<file path="src/rtl/assert_macros.svh">
// ----------------------------------------------------------------------------
// assert_macros.svh
// Clocked assertion helpers shared by the RTL. Each macro expects clk and
// arst_n in the scope where it is used.
// ----------------------------------------------------------------------------
`ifndef ASSERT_MACROS_SVH
`define ASSERT_MACROS_SVH
`ifndef NO_ASSERTIONS
`define ASSERT_PROP(label, prop, msg) \
	label: assert property (@(posedge clk) disable iff (!arst_n) prop) else $error(msg);
`define ASSERT_NEVER(label, expr, msg) \
	label: assert property (@(posedge clk) disable iff (!arst_n) !(expr)) else $error(msg);
`else
`define ASSERT_PROP(label, prop, msg)
`define ASSERT_NEVER(label, expr, msg)
`endif
`endif

</file>
<file path="src/rtl/pdp_pkg.sv">
// ----------------------------------------------------------------------------
// pdp_pkg
// Shared constants and register codes of the puncture/depuncture stream core.
// ----------------------------------------------------------------------------
`default_nettype none

package pdp_pkg;

	localparam int DEF_MAX_PATTERN_LENGTH = 64;
	localparam int DEF_VALUE_WIDTH        = 16;
	localparam int DEF_QUEUE_DEPTH        = 2;

	localparam int CFG_IDX_W  = 3;
	localparam int CFG_DATA_W = 64;
	localparam int LEN_REG_W  = 7;
	localparam int PER_W      = 16;

	typedef enum logic [CFG_IDX_W-1:0] {
		REG_MODE           = 3'd0,
		REG_PATTERN_MASK   = 3'd1,
		REG_PATTERN_LENGTH = 3'd2,
		REG_BLOCK_PERIODS  = 3'd3,
		REG_ERASURE_VALUE  = 3'd4
	} reg_idx_t;

	localparam logic MODE_PUNCTURE   = 1'b0;
	localparam logic MODE_DEPUNCTURE = 1'b1;

endpackage

`default_nettype wire

</file>
<file path="src/rtl/pdp_fifo.sv">
// ----------------------------------------------------------------------------
// pdp_fifo
// Small register queue with push/full and pop/empty sides.
// ----------------------------------------------------------------------------
`default_nettype none

module pdp_fifo #(
	parameter int WIDTH = 16,
	parameter int DEPTH = pdp_pkg::DEF_QUEUE_DEPTH
) (
	input  wire logic             clk,
	input  wire logic             arst_n,
	input  wire logic             push,
	output logic                  full,
	input  wire logic [WIDTH-1:0] wdata,
	input  wire logic             pop,
	output logic                  empty,
	output logic      [WIDTH-1:0] rdata
);

	localparam int AW = (DEPTH > 1) ? $clog2(DEPTH) : 1;

	logic [WIDTH-1:0] mem_q [2**AW];
	logic [AW:0]      wptr_q;
	logic [AW:0]      rptr_q;

	assign empty = (wptr_q == rptr_q);
	assign full  = (wptr_q[AW] != rptr_q[AW]) && (wptr_q[AW-1:0] == rptr_q[AW-1:0]);
	assign rdata = mem_q[rptr_q[AW-1:0]];

	always_ff @(posedge clk or negedge arst_n) begin
		if (!arst_n) begin
			wptr_q <= '0;
			rptr_q <= '0;
		end else begin
			if (push && !full) begin
				wptr_q <= wptr_q + (AW+1)'(1);
			end
			if (pop && !empty) begin
				rptr_q <= rptr_q + (AW+1)'(1);
			end
		end
	end

	always_ff @(posedge clk) begin
		if (push && !full) begin
			mem_q[wptr_q[AW-1:0]] <= wdata;
		end
	end

endmodule

`default_nettype wire

</file>
<file path="src/rtl/pdp_walker.sv">
// ----------------------------------------------------------------------------
// pdp_walker
// Back end: holds the configuration and the pattern position, walks the
// positions and emits results, stalling on empty input or a full queue.
// ----------------------------------------------------------------------------
`default_nettype none
`include "assert_macros.svh"

module pdp_walker #(
	parameter int MAX_PATTERN_LENGTH = pdp_pkg::DEF_MAX_PATTERN_LENGTH,
	parameter int VALUE_WIDTH        = pdp_pkg::DEF_VALUE_WIDTH
) (
	input  wire logic                            clk,
	input  wire logic                            arst_n,
	input  wire logic                            cfg_valid,
	output logic                                 cfg_ready,
	input  wire logic [pdp_pkg::CFG_IDX_W-1:0]   cfg_index,
	input  wire logic [pdp_pkg::CFG_DATA_W-1:0]  cfg_data,
	input  wire logic                            in_valid,
	input  wire logic [VALUE_WIDTH-1:0]          in_value,
	output logic                                 in_pop,
	input  wire logic                            res_full,
	output logic                                 res_push,
	output logic      [VALUE_WIDTH+2:0]          res_data
);

	localparam int POS_W = (MAX_PATTERN_LENGTH > 1) ? $clog2(MAX_PATTERN_LENGTH) : 1;
	localparam int CNT_W = POS_W + 1;
	localparam int PAD_N = 2**POS_W;
	localparam int PER_W = pdp_pkg::PER_W;
	localparam int LEN_W = pdp_pkg::LEN_REG_W;

	logic                          mode_q;
	logic [MAX_PATTERN_LENGTH-1:0] mask_q;
	logic [LEN_W-1:0]              len_q;
	logic [PER_W-1:0]              periods_q;
	logic [VALUE_WIDTH-1:0]        erasure_q;

	logic [POS_W-1:0] pos_q;
	logic [PER_W-1:0] per_q;
	logic             got_q;

	logic [CNT_W-1:0] len_eff;
	logic [PER_W-1:0] per_eff;
	logic [PAD_N-1:0] mask_pad;
	logic [PAD_N-1:0] eff_mask;
	logic             any_kept;
	logic             keep;
	logic             next_keep;
	logic             period_end;
	logic             block_end;
	logic             got_after;
	logic             run_last;
	logic             fire;
	logic             advance;
	logic             restart;
	logic [POS_W-1:0] pos_inc;

	assign cfg_ready = 1'b1;

	// Every register but the erasure value restarts the block.
	always_comb begin
		restart = 1'b0;
		if (cfg_valid) begin
			case (cfg_index)
				pdp_pkg::REG_MODE,
				pdp_pkg::REG_PATTERN_MASK,
				pdp_pkg::REG_PATTERN_LENGTH,
				pdp_pkg::REG_BLOCK_PERIODS: restart = 1'b1;
				default: restart = 1'b0;
			endcase
		end
	end

	always_ff @(posedge clk or negedge arst_n) begin
		if (!arst_n) begin
			mode_q    <= pdp_pkg::MODE_PUNCTURE;
			mask_q    <= MAX_PATTERN_LENGTH'(1);
			len_q     <= LEN_W'(1);
			periods_q <= PER_W'(1);
			erasure_q <= '0;
		end else if (cfg_valid) begin
			case (cfg_index)
				pdp_pkg::REG_MODE:           mode_q    <= cfg_data[0];
				pdp_pkg::REG_PATTERN_MASK:   mask_q    <= cfg_data[MAX_PATTERN_LENGTH-1:0];
				pdp_pkg::REG_PATTERN_LENGTH: len_q     <= cfg_data[LEN_W-1:0];
				pdp_pkg::REG_BLOCK_PERIODS:  periods_q <= cfg_data[PER_W-1:0];
				pdp_pkg::REG_ERASURE_VALUE:  erasure_q <= cfg_data[VALUE_WIDTH-1:0];
				default: ;
			endcase
		end
	end

	always_comb begin
		if (len_q == '0) begin
			len_eff = CNT_W'(1);
		end else if (len_q > LEN_W'(MAX_PATTERN_LENGTH)) begin
			len_eff = CNT_W'(MAX_PATTERN_LENGTH);
		end else begin
			len_eff = len_q[CNT_W-1:0];
		end
		per_eff  = (periods_q == '0) ? PER_W'(1) : periods_q;
		mask_pad = PAD_N'(mask_q);
		for (int i = 0; i < PAD_N; i++) begin
			eff_mask[i] = mask_pad[i] && (CNT_W'(i) < len_eff);
		end
	end

	assign any_kept   = |eff_mask;
	assign pos_inc    = pos_q + POS_W'(1);
	assign keep       = eff_mask[pos_q];
	assign next_keep  = eff_mask[pos_inc];
	assign period_end = (({1'b0, pos_q} + CNT_W'(1)) == len_eff);
	assign block_end  = period_end && ((per_q + PER_W'(1)) == per_eff);
	assign got_after  = got_q || keep;
	// A depuncture run closes at the period end or just before the next kept
	// position once its own value has gone out.
	assign run_last   = period_end || (got_after && next_keep);

	assign fire = in_valid && !res_full;

	always_comb begin
		in_pop   = 1'b0;
		res_push = 1'b0;
		advance  = 1'b0;
		res_data = {in_value, 1'b0, 1'b1, block_end};
		if (fire) begin
			if (mode_q == pdp_pkg::MODE_PUNCTURE) begin
				in_pop   = 1'b1;
				advance  = 1'b1;
				res_push = keep;
			end else if (!any_kept) begin
				in_pop = 1'b1;
			end else begin
				in_pop   = run_last;
				advance  = 1'b1;
				res_push = 1'b1;
				res_data = {keep ? in_value : erasure_q, !keep, run_last, block_end};
			end
		end
	end

	always_ff @(posedge clk or negedge arst_n) begin
		if (!arst_n) begin
			pos_q <= '0;
			per_q <= '0;
			got_q <= 1'b0;
		end else if (restart) begin
			pos_q <= '0;
			per_q <= '0;
			got_q <= 1'b0;
		end else if (advance) begin
			if (period_end) begin
				pos_q <= '0;
				per_q <= block_end ? '0 : per_q + PER_W'(1);
			end else begin
				pos_q <= pos_inc;
			end
			got_q <= (mode_q == pdp_pkg::MODE_DEPUNCTURE) && !run_last && got_after;
		end
	end

	`ASSERT_NEVER(a_pos_in_period, {1'b0, pos_q} >= len_eff, "position beyond pattern length")
	`ASSERT_NEVER(a_per_in_block, per_q >= per_eff, "period count beyond block length")
	`ASSERT_NEVER(a_push_when_full, res_push && res_full, "result pushed into a full queue")
	`ASSERT_PROP(a_pop_on_run_end, res_push && mode_q == pdp_pkg::MODE_DEPUNCTURE |-> in_pop == res_data[1], "input released apart from the end of its run")
	`ASSERT_PROP(a_got_cleared, in_pop |=> !got_q, "kept-value flag survives into the next item")

endmodule

`default_nettype wire

</file>
<file path="src/rtl/puncture_depuncture_stream_core.sv">
// ----------------------------------------------------------------------------
// puncture_depuncture_stream_core
// Periodic puncturing and depuncturing of a block stream.
// ----------------------------------------------------------------------------
// Usage: input values enter through push/full, results leave through
// empty/pop, and registers are written on the cfg channel (cfg_ready is
// always high). Write configuration only while the core is idle.
// An input queue feeds the position walker, which writes results into an
// output queue, so a stall on either side is absorbed until a queue fills.
// A value pushed while both queues are empty is registered in the input
// queue, then its first result in the output queue that drives the ports.
// Throughput: the walker handles one position per cycle while an item
// waits and the output queue has room. In puncture mode an item takes one
// position, whether kept or dropped. In depuncture mode an item causes
// 1 to pattern_length results, so the output runs at one result per cycle;
// with no kept pattern position an item causes no result and is dropped.
// When pop stays low the output queue fills, the walker holds its position,
// and once the input queue fills full goes high.
// Reset returns the configuration and position registers to their defaults
// and empties both queues; with no clearing pass it is ready out of reset.
// ----------------------------------------------------------------------------
`default_nettype none

module puncture_depuncture_stream_core #(
	parameter int MAX_PATTERN_LENGTH = pdp_pkg::DEF_MAX_PATTERN_LENGTH,
	parameter int VALUE_WIDTH        = pdp_pkg::DEF_VALUE_WIDTH,
	parameter int QUEUE_DEPTH        = pdp_pkg::DEF_QUEUE_DEPTH
) (
	input  wire logic                           clk,
	input  wire logic                           arst_n,
	input  wire logic                           push,
	output logic                                full,
	input  wire logic [VALUE_WIDTH-1:0]         value,
	output logic                                empty,
	input  wire logic                           pop,
	output logic      [VALUE_WIDTH-1:0]         value_res,
	output logic                                is_erasure,
	output logic                                last_of_run,
	output logic                                end_of_block,
	input  wire logic                           cfg_valid,
	output logic                                cfg_ready,
	input  wire logic [pdp_pkg::CFG_IDX_W-1:0]  cfg_index,
	input  wire logic [pdp_pkg::CFG_DATA_W-1:0] cfg_data
);

	localparam int RES_W = VALUE_WIDTH + 3;

	logic                   in_empty;
	logic                   in_pop;
	logic [VALUE_WIDTH-1:0] in_value;
	logic                   res_full;
	logic                   res_push;
	logic [RES_W-1:0]       res_data;
	logic [RES_W-1:0]       out_data;

	pdp_fifo #(
		.WIDTH (VALUE_WIDTH),
		.DEPTH (QUEUE_DEPTH)
	) u_in_fifo (
		.clk    (clk),
		.arst_n (arst_n),
		.push   (push),
		.full   (full),
		.wdata  (value),
		.pop    (in_pop),
		.empty  (in_empty),
		.rdata  (in_value)
	);

	pdp_walker #(
		.MAX_PATTERN_LENGTH (MAX_PATTERN_LENGTH),
		.VALUE_WIDTH        (VALUE_WIDTH)
	) u_walker (
		.clk       (clk),
		.arst_n    (arst_n),
		.cfg_valid (cfg_valid),
		.cfg_ready (cfg_ready),
		.cfg_index (cfg_index),
		.cfg_data  (cfg_data),
		.in_valid  (!in_empty),
		.in_value  (in_value),
		.in_pop    (in_pop),
		.res_full  (res_full),
		.res_push  (res_push),
		.res_data  (res_data)
	);

	pdp_fifo #(
		.WIDTH (RES_W),
		.DEPTH (QUEUE_DEPTH)
	) u_out_fifo (
		.clk    (clk),
		.arst_n (arst_n),
		.push   (res_push),
		.full   (res_full),
		.wdata  (res_data),
		.pop    (pop),
		.empty  (empty),
		.rdata  (out_data)
	);

	assign value_res    = out_data[RES_W-1:3];
	assign is_erasure   = out_data[2];
	assign last_of_run  = out_data[1];
	assign end_of_block = out_data[0];

endmodule

`default_nettype wire

</file>
<file path="config.mk">
export PLATFORM = sky130hd
export DESIGN_NAME = puncture_depuncture_stream_core
export DESIGN_NICKNAME = d
export VERILOG_FILES = /design/src/rtl/pdp_pkg.sv /design/src/rtl/pdp_fifo.sv /design/src/rtl/pdp_walker.sv /design/src/rtl/puncture_depuncture_stream_core.sv
export VERILOG_INCLUDE_DIRS = /design/src /design/src/rtl
export SDC_FILE = /design/constraint.sdc
export NUM_CORES = 1
export LEC_CHECK = 0
export ABC_CLOCK_PERIOD_IN_PS = 4410
export BUFFER_PORTS_ARGS = -buffer_cell sky130_fd_sc_hd__buf_2
export CAP_MARGIN = 20
export CORE_MARGIN = 1.5
export CORE_UTILIZATION = 60
export DETAILED_ROUTE_END_ITERATION = 10
export PLACE_DENSITY_LB_ADDON = 0.25
export REMOVE_ABC_BUFFERS = 1
export SLEW_MARGIN = 20
export SYNTH_ARGS = -nofsm -noshare
export SYNTH_HDL_FRONTEND = slang
export SYNTH_HIERARCHICAL = 1
export SYNTH_SLANG_ARGS = --single-unit
</file>
<file path="constraint.sdc">
create_clock -name clk -period 4.41 [get_ports clk]
set_clock_uncertainty 0.1 [all_clocks]
set_input_delay 0.441 -clock clk [delete_from_list [all_inputs] [get_ports clk]]
set_output_delay 0.441 -clock clk [all_outputs]
set_load 0.1 [all_outputs]
</file>
==> results.yml <==
power:
  power_frac_clock_pct: 20.1
  p_sw_mw: 4.70
  power_frac_comb_pct: 49.9
  power_leakage_nw: 5.48
  peakVddDrop_uv: 504
  swShare_pct: 45.3
  p_int_mw: 5.66
  power_mw: 10.4
  power_density_nw_per_um2: 746
  power_frac_seq_pct: 30.0
yosys:
  synth.distinct_cells: 93
  synth_area_um2: 12000
  synthMuxAreaShare_pct: 17.1
  synth_compound_area_share_pct: 15.2
  seq_area_frac_synth_pct: 45.6
  yosys_warnings: 6
  synth_seq_cells: 205
  synth_fa_ha_area_share_pct: 0.292
  synth-edff-count: 70
  synth_top_family_by_area: "multiplexers"
  synth-simple-area-share_pct: 14.1
  ys_async_sr_fraction_pct: 65.9
  netlist_instances: 1124
  ys.flop_type: "dfrtp_1"
  synthXorXnorAreaFrac_pct: 3.41
  syn_area_per_cell_um2: 10.7
setup_path:
  required_ps: 4590
  crit_fanout: 18
  crit_path_start_kind: "flop"
  arrival_ps: 4370
  cp-end-kind: "flop"
  crit_type: "reg -> reg"
sta:
  fin_crit_ps: 4190
  setup_viol: 0
  fin_crit_sh_pct: 94.9
  finalWorstSetupSlack_ps: 223
  drv_slew: 0
  max_freq_ghz: 0.239
  rsz0062_at_grt: "false"
  worstMarginPinSlew_ps: 1100
  final_hold_viol_count: 0
  holdWs_ps: 18.3
  tns_ps: 0
  relSlewSlack_pct: 25.7
finish:
  fillers: 1442
  final_nets: 1321
  n_antenna_cell: 0
  syn_to_final_growth_pct: 15.6
  design_area_um2: 13900
  drive_gt1_share_pct: 30.6
global_route:
  grt_first_pass_wirelength_mm: 56.7
  grt_overflow: 0
  grt_pass1_vias: 9852
  grt_start_max_net_pins: 76
  antenna_found_initial: 0
  track_usage_pct: 36.1
floorplan:
  io_pins: 110
  die_area_um2: 20900
  initial_core_util_pct: 61.5
  fp.dieH_um: 145
  die_width_um: 145
  coreArea_um2: 19500
  num_rows: 51
routing:
  wirelength_mm: 37.0
  dr.pass1.iters: 9
  routed-via-count: 10100
  drtAntennaViolNets: 0
  viasPerCell: 6.71
  wl_per_cell_um: 24.5
  first_iter_violations: 1125
  drc_errors: 0
hold_path:
  hold_class: "in -> reg"
clocking:
  clock_path_buffers: 3
  clkSlewWorstSetupHoldPaths_ps: 60
  htreeDepth: 1
  postCtsSetupBuffers: 0
  tritoncts: "done"
  cts_sinks: 205
  clock_latency_ps: 530
  cts_buffers: 23
  clockRootBuffer: "clkbuf_16"
placement:
  port_buffers: 108
  dp_slack_ps: 226
  dpl.hpwl_mm: 26.4
  place_area_um2: 12900
  gp_congestion: 1.09
run:
  drv_cap: 0
outcome:
  status: "finished clean"
==> metal layers <==
| metal | track usage [%] | wire [µm] | vias up |
|---|---|---|---|
| li1 | - | - | 4452 |
| met1 | 47.7 | 14500 | 4906 |
| met2 | 57.6 | 17100 | 623 |
| met3 | 7.28 | 3490 | 165 |
| met4 | 16.1 | 1880 | 0 |
| met5 | 0 | 0 | - |
==> cells in the final DEF, fill, tap and decap left out, types with 23 or more instances in the layout <==
master     count
a21oi_1       39
nor2_1        51
dfrtp_1      131
clkbuf_16     24
mux2_2       133
buf_4         47
nor3_1        34
xnor2_1       23
buf_2        107
nand3_1       45
o21ai_0       62
edfxtp_1      70
nand2_1       74
==> final cells by class <==
cell class,instances,area [µm²],area share [%]
Tap cell,265,332,2.39
Clock buffer,33,662,4.77
Timing Repair Buffer,175,1130,8.14
Multi-Input combinational cell,811,6050,43.6
Inverter,15,56.3,0.405
Sequential cell,205,5490,39.5
Clock inverter,9,166,1.20
==> sequential cells by signal, indices dropped and copies added (netlist names) <==
name                count
u_walker/mask_pad      64
u_out_fifo/mem_q       38
u_in_fifo/mem_q        32
u_walker/erasure_q     16
u_walker/per_q         16
u_walker/periods_q     16
u_walker/len_q          7
u_walker/pos_q          6
u_in_fifo/rptr_q        2
u_in_fifo/wptr_q        2
u_out_fifo/rptr_q       2
u_out_fifo/wptr_q       2
u_walker/got_q          1
u_walker/mode_q         1
==> per-stage QoR <==
step | utilization (%) | cells
after floorplan | - | 1031
after global placement | 66.0 | 1454
after detailed placement | 66.0 | 1454
after CTS | 71.1 | 1513
after global routing | 71.1 | 1513
final | 71.1 | 1513
==> kinds of logic (layout without fill, tap and decap cells) <==
family / Yosys count / in the layout
flip-flops: 205 / 205
buffers and inverters: 108 / 232
AND/OR/NAND/NOR: 321 / 321
multiplexers: 177 / 177
other: 1 / 1
XOR/XNOR: 45 / 45
AO/OA/AOI/OAI: 264 / 264
adder cells (fa/ha/maj): 3 / 3
==> power groups by stage <==
| stage | registers, mW | clock network [mW] | logic [mW] |
|---|---|---|---|
| detailed placement | 3.12 | 0 | 5.01 |
| finish | 3.11 | 2.08 | 5.17 |
| CTS | 3.10 | 2.10 | 5.04 |
| global route | 3.17 | 2.19 | 5.42 |
| global placement | 3.09 | 0 | 4.97 |
| floorplan | 3.13 | 0 | 3.45 |
==> repair_timing <==
action,4_1_cts,5_1_grt
endpoints found under the setup margin,0,70
hold endpoints to repair,104,0
resized for setup,0,1
hold buffers,17,0
==> synthesized netlist by cell type, drive strengths merged (16+ instances only) <==
master | number | area (µm²)
edfxtp | 70 | 2100
xnor2 | 23 | 201
o21ai | 72 | 360
dfrtp | 132 | 3300
mux2i | 17 | 170
buf | 30 | 208
nor2 | 53 | 204
xor2 | 22 | 208
nor3 | 35 | 175
nand2 | 75 | 284
clkbuf | 63 | 236
nand3 | 45 | 225
nand4 | 16 | 100
mux2 | 156 | 1790
a21oi | 43 | 226
==> final timing paths <==
check / from / end / slack, ps / depth (start not counted)
worst min-delay path: push / u_in_fifo/wptr_q[0] / 20 / 2
worst min register to register: u_walker/erasure_q[4] / u_walker/erasure_q[4] / 410 / 1
worst max-delay path: u_walker/len_q[4] / u_out_fifo/mem_q[0][8] / 220 / 9
max in group asynchronous: arst_n / u_walker/mask_pad[0] / 2850 / 3
worst max register to register: u_walker/len_q[4] / u_out_fifo/mem_q[0][8] / 220 / 9
min in group asynchronous: arst_n / u_walker/mask_pad[43] / 410 / 2
==> worst max-delay path: stages (launching register included) <==
cell and delay [ps]:
dfrtp_1 690, or4b_2 690, o211ai_1 390, o21ai_0 140
a41oi_1 280, nand3_1 170, o32ai_1 580, and3_1 310
buf_12 190, mux2_2 360
(Power assumes the default switching activity.)
